<file path="config.mk">
export PLATFORM = sky130hd
export DESIGN_NAME = argb_pixel_blend_convert_core
export DESIGN_NICKNAME = d
export VERILOG_FILES = /design/src/apbc_pkg.sv /design/src/apbc_regs.sv /design/src/apbc_pixel_alu.sv /design/src/argb_pixel_blend_convert_core.sv
export VERILOG_INCLUDE_DIRS = /design/src /design/src/src
export SDC_FILE = /design/constraint.sdc
export NUM_CORES = 1
export LEC_CHECK = 0
export BUFFER_PORTS_ARGS = -buffer_cell sky130_fd_sc_hd__buf_2
export CORE_ASPECT_RATIO = 2
export CORE_UTILIZATION = 58
export DETAILED_ROUTE_END_ITERATION = 10
export GPL_TIMING_DRIVEN = 0
export PLACE_DENSITY = 0.87
export SYNTH_ARGS = -nofsm -noshare
export SYNTH_HDL_FRONTEND = slang
export SYNTH_SLANG_ARGS = --single-unit
</file>
<file path="constraint.sdc">
create_clock -name i_clk -period 13 [get_ports i_clk]
set_clock_uncertainty 0.2 [all_clocks]
set_input_delay 0.65 -clock i_clk [delete_from_list [all_inputs] [get_ports i_clk]]
set_output_delay 0.65 -clock i_clk [all_outputs]
set_load 0.005 [all_outputs]
</file>
<file path="src/argb_pixel_blend_convert_core_defines.svh">
// Assertion macros for the ARGB pixel blend and conversion core.
`ifndef ARGB_PIXEL_BLEND_CONVERT_CORE_DEFINES_SVH
`define ARGB_PIXEL_BLEND_CONVERT_CORE_DEFINES_SVH

`ifndef NO_ASSERTIONS

// Same-cycle implication, disabled while reset is asserted.
`define APBC_ASSERT_IMPL(lbl, clk, rstn, ante, cons, msg) \
    lbl: assert property (@(posedge clk) disable iff (!(rstn)) (ante) |-> (cons)) \
        else $error(msg);

// Next-cycle implication, disabled while reset is asserted.
`define APBC_ASSERT_NEXT(lbl, clk, rstn, ante, cons, msg) \
    lbl: assert property (@(posedge clk) disable iff (!(rstn)) (ante) |=> (cons)) \
        else $error(msg);

`else

`define APBC_ASSERT_IMPL(lbl, clk, rstn, ante, cons, msg)
`define APBC_ASSERT_NEXT(lbl, clk, rstn, ante, cons, msg)

`endif

`endif

</file>
<file path="src/apbc_pkg.sv">
// Shared types and constants of the ARGB pixel blend and conversion core.
`timescale 1ns / 1ps

package apbc_pkg;

    localparam int unsigned PADDR_W = 3;
    localparam int unsigned PDATA_W = 32;
    localparam int unsigned PIX_W   = 32;
    localparam int unsigned OP_W    = 3;

    // Register indexes on the configuration port.
    localparam logic REG_PIXEL_OP = 1'b0;

    typedef enum logic [OP_W-1:0] {
        OP_COPY       = 3'd0,
        OP_BLEND_ARGB = 3'd1,
        OP_BLEND_RGB  = 3'd2,
        OP_DROP_ALPHA = 3'd3,
        OP_RGB565     = 3'd4,
        OP_RGB332     = 3'd5,
        OP_RGB2220    = 3'd6,
        OP_LUMA       = 3'd7
    } t_pixel_op;

endpackage

</file>
<file path="src/apbc_regs.sv">
// APB configuration register block holding the pixel operation.
`timescale 1ns / 1ps

module apbc_regs (
    input  logic                           i_clk,
    input  logic                           i_rst_n,
    input  logic                           psel,
    input  logic                           penable,
    input  logic                           pwrite,
    input  logic [apbc_pkg::PADDR_W-1:0]   paddr,
    input  logic [apbc_pkg::PDATA_W-1:0]   pwdata,
    output logic [apbc_pkg::PDATA_W-1:0]   prdata,
    output logic                           pready,
    output apbc_pkg::t_pixel_op            o_pixel_op
);
    import apbc_pkg::*;

    t_pixel_op r_pixel_op;
    logic      reg_idx;
    logic      wr_en;

    assign reg_idx = paddr[PADDR_W-1];
    assign pready  = 1'b1;
    assign wr_en   = psel && penable && pwrite && pready;

    always_ff @(posedge i_clk) begin
        if (!i_rst_n) begin
            r_pixel_op <= OP_COPY;
        end else if (wr_en && (reg_idx == REG_PIXEL_OP)) begin
            r_pixel_op <= t_pixel_op'(pwdata[OP_W-1:0]);
        end
    end

    always_comb begin
        prdata = '0;
        if (reg_idx == REG_PIXEL_OP) begin
            prdata[OP_W-1:0] = r_pixel_op;
        end
    end

    assign o_pixel_op = r_pixel_op;

endmodule

</file>
<file path="src/apbc_pixel_alu.sv">
// Combinational pixel operation: alpha blend, alpha drop and format conversion.
`timescale 1ns / 1ps

module apbc_pixel_alu (
    input  apbc_pkg::t_pixel_op            i_op,
    input  logic [apbc_pkg::PIX_W-1:0]     i_src,
    input  logic [apbc_pkg::PIX_W-1:0]     i_dest,
    output logic [apbc_pkg::PIX_W-1:0]     o_pixel
);
    import apbc_pkg::*;

    localparam logic [7:0] LUMA_R  = 8'd218;
    localparam logic [9:0] LUMA_G  = 10'd732;
    localparam logic [6:0] LUMA_B  = 7'd74;
    localparam logic [7:0] A_OPAQUE = 8'd255;

    logic [7:0]       alpha;
    logic [7:0]       a_w;
    logic [7:0]       ai_w;
    logic [PIX_W-1:0] blend;
    logic [15:0]      s_term [3];
    logic [15:0]      d_term [3];
    logic [8:0]       ch_sum [3];
    logic [17:0]      luma_sum;

    assign alpha = i_src[31:24];
    // Alpha is between 1 and 254 whenever the weighted mix is used.
    assign a_w   = alpha + 8'd1;
    assign ai_w  = A_OPAQUE - a_w;

    always_comb begin
        for (int c = 0; c < 3; c++) begin
            s_term[c] = 16'(i_src[8*c +: 8]) * 16'(a_w);
            d_term[c] = 16'(i_dest[8*c +: 8]) * 16'(ai_w);
            ch_sum[c] = {1'b0, s_term[c][15:8]} + {1'b0, d_term[c][15:8]};
        end
        priority if (alpha == 8'd0) begin
            blend = i_dest;
        end else if (alpha == A_OPAQUE) begin
            blend = i_src;
        end else begin
            blend = {a_w, ch_sum[2][7:0], ch_sum[1][7:0], ch_sum[0][7:0]};
        end
    end

    assign luma_sum = (18'(i_src[23:16]) * 18'(LUMA_R)) + (18'(i_src[15:8]) * 18'(LUMA_G))
                    + (18'(i_src[7:0]) * 18'(LUMA_B));

    always_comb begin
        o_pixel = '0;
        unique case (i_op)
            OP_COPY:       o_pixel = i_src;
            OP_BLEND_ARGB: o_pixel = blend;
            OP_BLEND_RGB:  o_pixel[23:0] = blend[23:0];
            OP_DROP_ALPHA: o_pixel[23:0] = i_src[23:0];
            OP_RGB565:     o_pixel[15:0] = {i_src[23:19], i_src[15:10], i_src[7:3]};
            OP_RGB332:     o_pixel[7:0]  = {i_src[23:21], i_src[15:13], i_src[7:6]};
            OP_RGB2220:    o_pixel[7:0]  = {i_src[23:22], i_src[15:14], i_src[7:6], 2'b00};
            OP_LUMA:       o_pixel[7:0]  = luma_sum[17:10];
            default:       o_pixel = '0;
        endcase
    end

endmodule

</file>
<file path="src/argb_pixel_blend_convert_core.sv">
// Top level of the ARGB pixel blend and conversion core.
`timescale 1ns / 1ps
`include "argb_pixel_blend_convert_core_defines.svh"

// The core takes one pixel per clock: a transfer happens whenever start is high,
// and busy is never raised. Each pixel is caught in one input register, goes
// through a single combinational stage and is caught in one result register,
// and is then shown for exactly one cycle with o_valid high; the receiver
// must take it then, since it cannot stall the core. The operation is sampled
// with the pixel, so pixel_op should be written only while no pixel is in flight.
module argb_pixel_blend_convert_core (
    input  logic                           i_clk,
    input  logic                           i_rst_n,
    input  logic                           psel,
    input  logic                           penable,
    input  logic                           pwrite,
    input  logic [apbc_pkg::PADDR_W-1:0]   paddr,
    input  logic [apbc_pkg::PDATA_W-1:0]   pwdata,
    output logic [apbc_pkg::PDATA_W-1:0]   prdata,
    output logic                           pready,
    input  logic                           start,
    output logic                           busy,
    input  logic [apbc_pkg::PIX_W-1:0]     i_src_pixel,
    input  logic [apbc_pkg::PIX_W-1:0]     i_dest_pixel,
    output logic                           o_valid,
    output logic [apbc_pkg::PIX_W-1:0]     o_out_pixel
);
    import apbc_pkg::*;

    t_pixel_op        pixel_op;
    logic             in_xfer;
    logic             r_in_vld;
    t_pixel_op        r_op;
    logic [PIX_W-1:0] r_src;
    logic [PIX_W-1:0] r_dest;
    logic [PIX_W-1:0] n_out_pixel;
    logic             r_out_vld;
    logic [PIX_W-1:0] r_out_pixel;

    apbc_regs u_regs (
        .i_clk      (i_clk),
        .i_rst_n    (i_rst_n),
        .psel       (psel),
        .penable    (penable),
        .pwrite     (pwrite),
        .paddr      (paddr),
        .pwdata     (pwdata),
        .prdata     (prdata),
        .pready     (pready),
        .o_pixel_op (pixel_op)
    );

    assign busy    = 1'b0;
    assign in_xfer = start && !busy;

    always_ff @(posedge i_clk) begin
        if (!i_rst_n) begin
            r_in_vld <= 1'b0;
        end else begin
            r_in_vld <= in_xfer;
        end
    end

    always_ff @(posedge i_clk) begin
        if (in_xfer) begin
            r_op   <= pixel_op;
            r_src  <= i_src_pixel;
            r_dest <= i_dest_pixel;
        end
    end

    apbc_pixel_alu u_alu (
        .i_op    (r_op),
        .i_src   (r_src),
        .i_dest  (r_dest),
        .o_pixel (n_out_pixel)
    );

    always_ff @(posedge i_clk) begin
        if (!i_rst_n) begin
            r_out_vld <= 1'b0;
        end else begin
            r_out_vld <= r_in_vld;
        end
    end

    always_ff @(posedge i_clk) begin
        if (r_in_vld) begin
            r_out_pixel <= n_out_pixel;
        end
    end

    assign o_valid     = r_out_vld;
    assign o_out_pixel = r_out_pixel;

    `APBC_ASSERT_NEXT(a_xfer_reaches_stage, i_clk, i_rst_n, in_xfer, r_in_vld,
                      "transfer lost in input stage")
    `APBC_ASSERT_NEXT(a_stage_to_result, i_clk, i_rst_n, r_in_vld, o_valid,
                      "staged pixel produced no result")
    `APBC_ASSERT_NEXT(a_no_phantom, i_clk, i_rst_n, !r_in_vld, !o_valid,
                      "result strobe without a staged pixel")
    `APBC_ASSERT_NEXT(a_copy_exact, i_clk, i_rst_n, r_in_vld && (r_op == OP_COPY),
                      o_out_pixel == $past(r_src), "copy result differs from source")
    `APBC_ASSERT_NEXT(a_narrow_zero, i_clk, i_rst_n,
                      r_in_vld && (r_op == OP_RGB565 || r_op == OP_RGB332 ||
                                   r_op == OP_RGB2220 || r_op == OP_LUMA),
                      o_out_pixel[31:16] == 16'd0, "narrow format has upper bits set")

endmodule

</file>
# After elaboration in Yosys (flattened, before gate mapping)
# Index checks and enable logic that the tools add are counted.
dict set report totals {
  regBits 104
  latch_bits 0
  ramBits 0
  rom_bits 0
  output_inout_bits 67
  elab_cells 46
  mem_count 0
}
dict set report op_classes {
  add_sub_neg 7
  mul 9
  div 0
  magnitude_cmp 0
  n_eq_ne 8
  shift 0
  muxes 7
  bitwise 1
  n_reduce_logical 7
}
# cell n
set op_table {}
lappend op_table {{$mul A8 B8 Y16} 6}
lappend op_table {{$mux W32} 2}
lappend op_table {{$pmux W8 S6} 1}
lappend op_table {{$pmux W8 S2} 2}
lappend op_table {{$add A8 B8 Y8} 3}
lappend op_table {{$pmux W8 S3} 1}
lappend op_table {{$add A16 B18 Y18} 1}
lappend op_table {{$add A18 B15 Y18} 1}
lappend op_table {{$mul A8 B8 Y16 const B} 1}
lappend op_table {{$mul A8 B7 Y15 const B} 1}
lappend op_table {{$mul A8 B6 Y14 const B} 1}
lappend op_table {{$eq A3 B3 Y1 const B} 4}
lappend op_table {{$add A8 B1 Y8 const B} 1}
lappend op_table {{$eq A8 B8 Y1 const B} 1}
lappend op_table {{$logic_not A8 Y1} 1}
lappend op_table {{$sub A8 B8 Y8 const A} 1}
lappend op_table {{$eq A3 B2 Y1 const B} 2}
lappend op_table {{$reduce_or A2 Y1} 2}
lappend op_table {{$eq A3 B1 Y1 const B} 1}
lappend op_table {{$logic_and A1 B1 Y1} 3}
lappend op_table {{$logic_not A3 Y1} 1}
lappend op_table {{$mux W3} 1}
lappend op_table {{$not A1 Y1} 1}

# Longest topological paths before layout
dict set report depth {
  ltp_word 7
  mapped_depth 33
}

# Hierarchy
# Synthesis repeated with hierarchy kept, for this count alone.
dict set report hier_totals {
  cells_unflattened 2276
  hier_area_um2 20988.9
}
# mod n_inst cells_per_inst area_per_inst_um2
set by_module_without_submodules {}
lappend by_module_without_submodules {apbc_pixel_alu 1 2122 17565.6}
lappend by_module_without_submodules {argb_pixel_blend_convert_core 1 105 3036.7}
lappend by_module_without_submodules {apbc_regs 1 49 386.6}

# Least setup slack after synthesis
# No wires, ideal clock.
dict set report synth_timing {
  path_type {register to register}
  from {register r_src[26]}
  to {register r_out_pixel[7], in the netlist o_out_pixel[7] (data pin)}
  setup_ns 0.259
  arrival_time_ns 6.985
  setup_slack_ns 5.556
  path_stages_with_launch 34
  path_buffers 2
  synth_period_minus_slack_ns 7.444
  cell_sequence {edfxtp_1 > clkbuf_1 > nand3_1 > nor3_1 > and3_1 > xor2_1 > clkbuf_1 > nand2_1 > fa_1 > fa_1 > inv_1 > fa_1 > inv_1 > fa_1 > inv_1 > ha_1 > a2111oi_0 > o31ai_1 > a31oi_1 > o21bai_1 > a21oi_1 > nor2b_1 > nor2_1 > xnor2_1 > ha_1 > nand3_1 > o2111ai_1 > and3_1 > nor2_1 > o41a_1 > nand3_1 > xnor2_1 > a31oi_1 > a211o_1}
}
dict set report synth_between {
  elab_chain_cells 7
  word_cells_on_any_way 10
  cone_classes {add/sub: 3; mul: 2; eq/ne: 1; mux: 3; reduce/logical: 1}
}
# element line
set synth_lines {}
lappend synth_lines {{from (decl)} argb_pixel_blend_convert_core.sv:34} ;# logic [PIX_W-1:0] r_src;
lappend synth_lines {{from (signal assigned)} argb_pixel_blend_convert_core.sv:67} ;# r_src <= i_src_pixel;
lappend synth_lines {{$add A8 B1 Y8} apbc_pixel_alu.sv:28} ;# assign a_w = alpha + 8'd1;
lappend synth_lines {{$sub A8 B8 Y8} apbc_pixel_alu.sv:29} ;# assign ai_w = A_OPAQUE - a_w;
lappend synth_lines {{$mul A8 B8 Y16} apbc_pixel_alu.sv:34} ;# d_term[c] = 16'(i_dest[8*c +: 8]) * 16'(ai_w);
lappend synth_lines {{$add A8 B8 Y8} apbc_pixel_alu.sv:35} ;# ch_sum[c] = {1'b0, s_term[c][15:8]} + {1'b0, d_term[c][15:8]};
lappend synth_lines {{$mux W32} apbc_pixel_alu.sv:39} ;# end else if (alpha == A_OPAQUE) begin
lappend synth_lines {{$mux W32 (*)} apbc_pixel_alu.sv:37} ;# priority if (alpha == 8'd0) begin
lappend synth_lines {{$pmux W8 S6 (*)} apbc_pixel_alu.sv:51} ;# unique case (i_op)
lappend synth_lines {{net n_out_pixel[7]} argb_pixel_blend_convert_core.sv:36} ;# logic [PIX_W-1:0] n_out_pixel;
lappend synth_lines {{to (signal assigned)} argb_pixel_blend_convert_core.sv:89} ;# r_out_pixel <= n_out_pixel;
lappend synth_lines {{to (decl)} argb_pixel_blend_convert_core.sv:38} ;# logic [PIX_W-1:0] r_out_pixel;
# The timed path passes the listed nets; every way through them passes the cells marked *.
# A chain may end at the register's enable or synchronous reset.

# Worst setup path after layout
dict set report layout_timing {
  from {register r_src[24]}
  to {register r_out_pixel[7], in the netlist o_out_pixel[7] (data pin)}
}
# The elaborated chain is that of the path after synthesis.

==> results.sh <==
export IMPL_crit_top_cell="fa_1"
export IMPL_drtIter0Drc=1062
export IMPL_grt_overflow=0
export IMPL_rsz0062_at_grt="no"
export IMPL_final_common_cell="inv_1"
export IMPL_status="finished, final reports clean"
export IMPL_clk_pin_slew_worst_paths_ns=0.07
export IMPL_cts_tree="done"
export IMPL_cp_end_kind="flip-flop"
export IMPL_vias_per_cell=5.957
export IMPL_dieArea_um2=36680
export IMPL_io_buffers=109
export IMPL_ctsResizeCount=0
export IMPL_synth_flop_cell="edfxtp_1"
export IMPL_syn_cell_area_um2=20800
export IMPL_ys_ff_latch=104
export IMPL_yosysUniqueCellTypes=74
export IMPL_root_buffer="clkbuf_16"
export IMPL_hold_buffers=0
export IMPL_wl_um=60210
export IMPL_die_w_um=135.9
export IMPL_hold_viol_final=0
export IMPL_hpwl_um=49580
export IMPL_via_count=17007
export IMPL_grt_max_degree=69
export IMPL_first_pass_iters=8
export IMPL_drive_above_1_share_pct=7.220
export IMPL_slowest_delay_ns=0.59
export IMPL_finalCritPeriodShare_pct=73.33
export IMPL_ys_warn_count=0
export IMPL_critPathKind="flip-flop to flip-flop"
export IMPL_period_minus_slack_ns=9.533
export IMPL_relSlewSlack_pct=10.03
export IMPL_synthCells=2256
export IMPL_yosys_top_cells_area="fa_1 25%, ha_1 20%, edfxtp_1 14%"
export IMPL_worstPathMaxFanout=10
export IMPL_cts_setup_buffers=0
export IMPL_syn2layout_area_growth_pct=7.181
export IMPL_synth_area_per_cell_um2=9.222
export IMPL_hold_depth=1
export IMPL_synth_top_area_share_pct=25.40
export IMPL_grt_pass1_wl_um=93720
export IMPL_clock_sinks=104
export IMPL_grtUsageTotal_pct=34.34
export IMPL_cts_made_buffers=9
export IMPL_setup_tns_ns=0
export IMPL_grt_antenna_before_repair=2
export IMPL_synth_edff_count=99
export IMPL_crit_slowest_cell="clkbuf_1"
export IMPL_tightest_slew_ns=1.340
export IMPL_min_to="r_dest[1]"
export IMPL_worstHoldStart="i_dest_pixel[1]"
export IMPL_grt_pass1_vias=18443
export IMPL_rows=97
export IMPL_setup_viol=0
export IMPL_clockBufferDepth=2
export IMPL_hold_class="input pin to flip-flop"
export IMPL_place_gp_congestion=0.9975
export IMPL_r2r_cells=33
export IMPL_drc_errors=0
export IMPL_fmax_ghz=0.1049
export IMPL_r2r_start="r_src[24]"
export IMPL_max_cap_violations=0
export IMPL_reg2reg_to="o_out_pixel[7]"
export IMPL_slew_viol_final=0
export IMPL_cp_arrival_ns=9.47
export IMPL_wire_per_inst_um=21.09
export IMPL_async_flop_share_pct=0
export IMPL_antenna_left=0
export IMPL_yosysTopAreaCell="fa_1"
export IMPL_diodes=0
export IMPL_critical_path_required_ns=12.94
export IMPL_start_kind="flip-flop"
export IMPL_die_h_um=269.8
export IMPL_clk_latency_ns=0.39
export IMPL_fin_nets=3110
export IMPL_yosysSeqAreaShare_pct=14.77
export IMPL_reg2reg_slack_ns=3.47
export IMPL_start_util_pct=59.11
export IMPL_final_cell_mix="401 x inv_1, 336 x ha_1, 264 x fa_1, 198 x and2_1, 140 x nand2_1"
export IMPL_io_pins=172
export IMPL_core_area_um2=35200
export IMPL_htree_levels=3
==> layout make-up <==
class,instances,area [µm²]
timing repair buffer,109,548.0
fill,2853,12900
clock inverter,2,15.01
buffer,110,535.5
clock buffer,14,264.0
multi-input combinational,1666,15790
tap,445,556.8
sequential,104,3074
inverter,405,1520
==> per-layer routing <==
layer  wire, µm  global-route usage [%]  up-vias  share of wire (%)
met1      18800                   33.36     8263                 31
met2      30680                   60.12      856                 51
met4       6864                   34.24        4                 11
li1           -                       -     7535                  -
met5         26                       0        -              0.043
met3       3841                   4.486      349                6.4
==> critical path, delay by kind of cell (launching register included) <==
kind | cells | cell delay [ns]
flops | 1 | 0.39
simple gates | 8 | 1.54
fa+ha+maj | 6 | 2.53
xor+xnor | 3 | 0.92
compound gates | 10 | 2.54
buf+inv | 6 | 1.17
==> logic make-up after synthesis <==
logic type,share of synthesized area [%]
AND/OR/NAND/NOR,16.44
adder cells (fa/ha/maj),45.61
buffers and inverters,9.881
AO/OA/AOI/OAI,8.540
XOR/XNOR,4.378
flip-flops,14.77
multiplexers,0.3428
other,0.03610
==> metrics by stage <==
step                      util [%]  std cells  cell area, µm²  worst slack [ns]  hold WS [ns]
final                        63.36       2855           22300             3.467        0.2271
after global routing         63.36       2855           22300             3.105        0.2352
after CTS                    63.36       2855           22300             3.669        0.2209
after detailed placement     62.56       2839           22020             3.733        0.2538
after global placement       62.55       2839           22020             3.887        0.2342
after floorplan                  -       2285           20910             5.556        0.2222
==> how the worst max path moves through the flow <==
stage / start / cells past startpoint / endpoint / slack [ns]
after floorplan: r_src[26] / 33 / o_out_pixel[7] / 5.56
after global placement: r_src[24] / 33 / o_out_pixel[7] / 3.89
after detailed placement: r_src[24] / 33 / o_out_pixel[7] / 3.73
after CTS: r_src[24] / 33 / o_out_pixel[7] / 3.67
after global routing: r_src[26] / 33 / o_out_pixel[7] / 3.10
final: r_src[24] / 33 / o_out_pixel[7] / 3.47
==> cells in the mapped netlist (6+ instances only) <==
cell / instances
inv_1: 401
ha_1: 336
fa_1: 264
and2_1: 198
nand2_1: 140
nor2_1: 105
edfxtp_1: 99
nor2b_1: 82
a21oi_1: 76
xnor2_1: 76
clkbuf_1: 71
o21ai_0: 52
nor3_1: 34
buf_4: 32
nand2b_1: 28
xor2_1: 28
nand3_1: 27
o211ai_1: 20
a31oi_1: 17
o21ai_1: 13
a21o_1: 10
and3_1: 10
o21a_1: 10
o21bai_1: 10
o22ai_1: 8
mux2i_1: 6
o31ai_1: 6
==> sequential cells by signal, summed over array words and instances, names as in the netlist <==
name / flops
o_out_pixel: 32
o_valid: 1
r_dest: 32
r_in_vld: 1
r_op: 3
r_src: 32
u_regs.o_pixel_op: 3
Power is left out: the tool's default activity adds up to more than one toggle a clock period on the data nets, which glitch-free logic cannot reach.
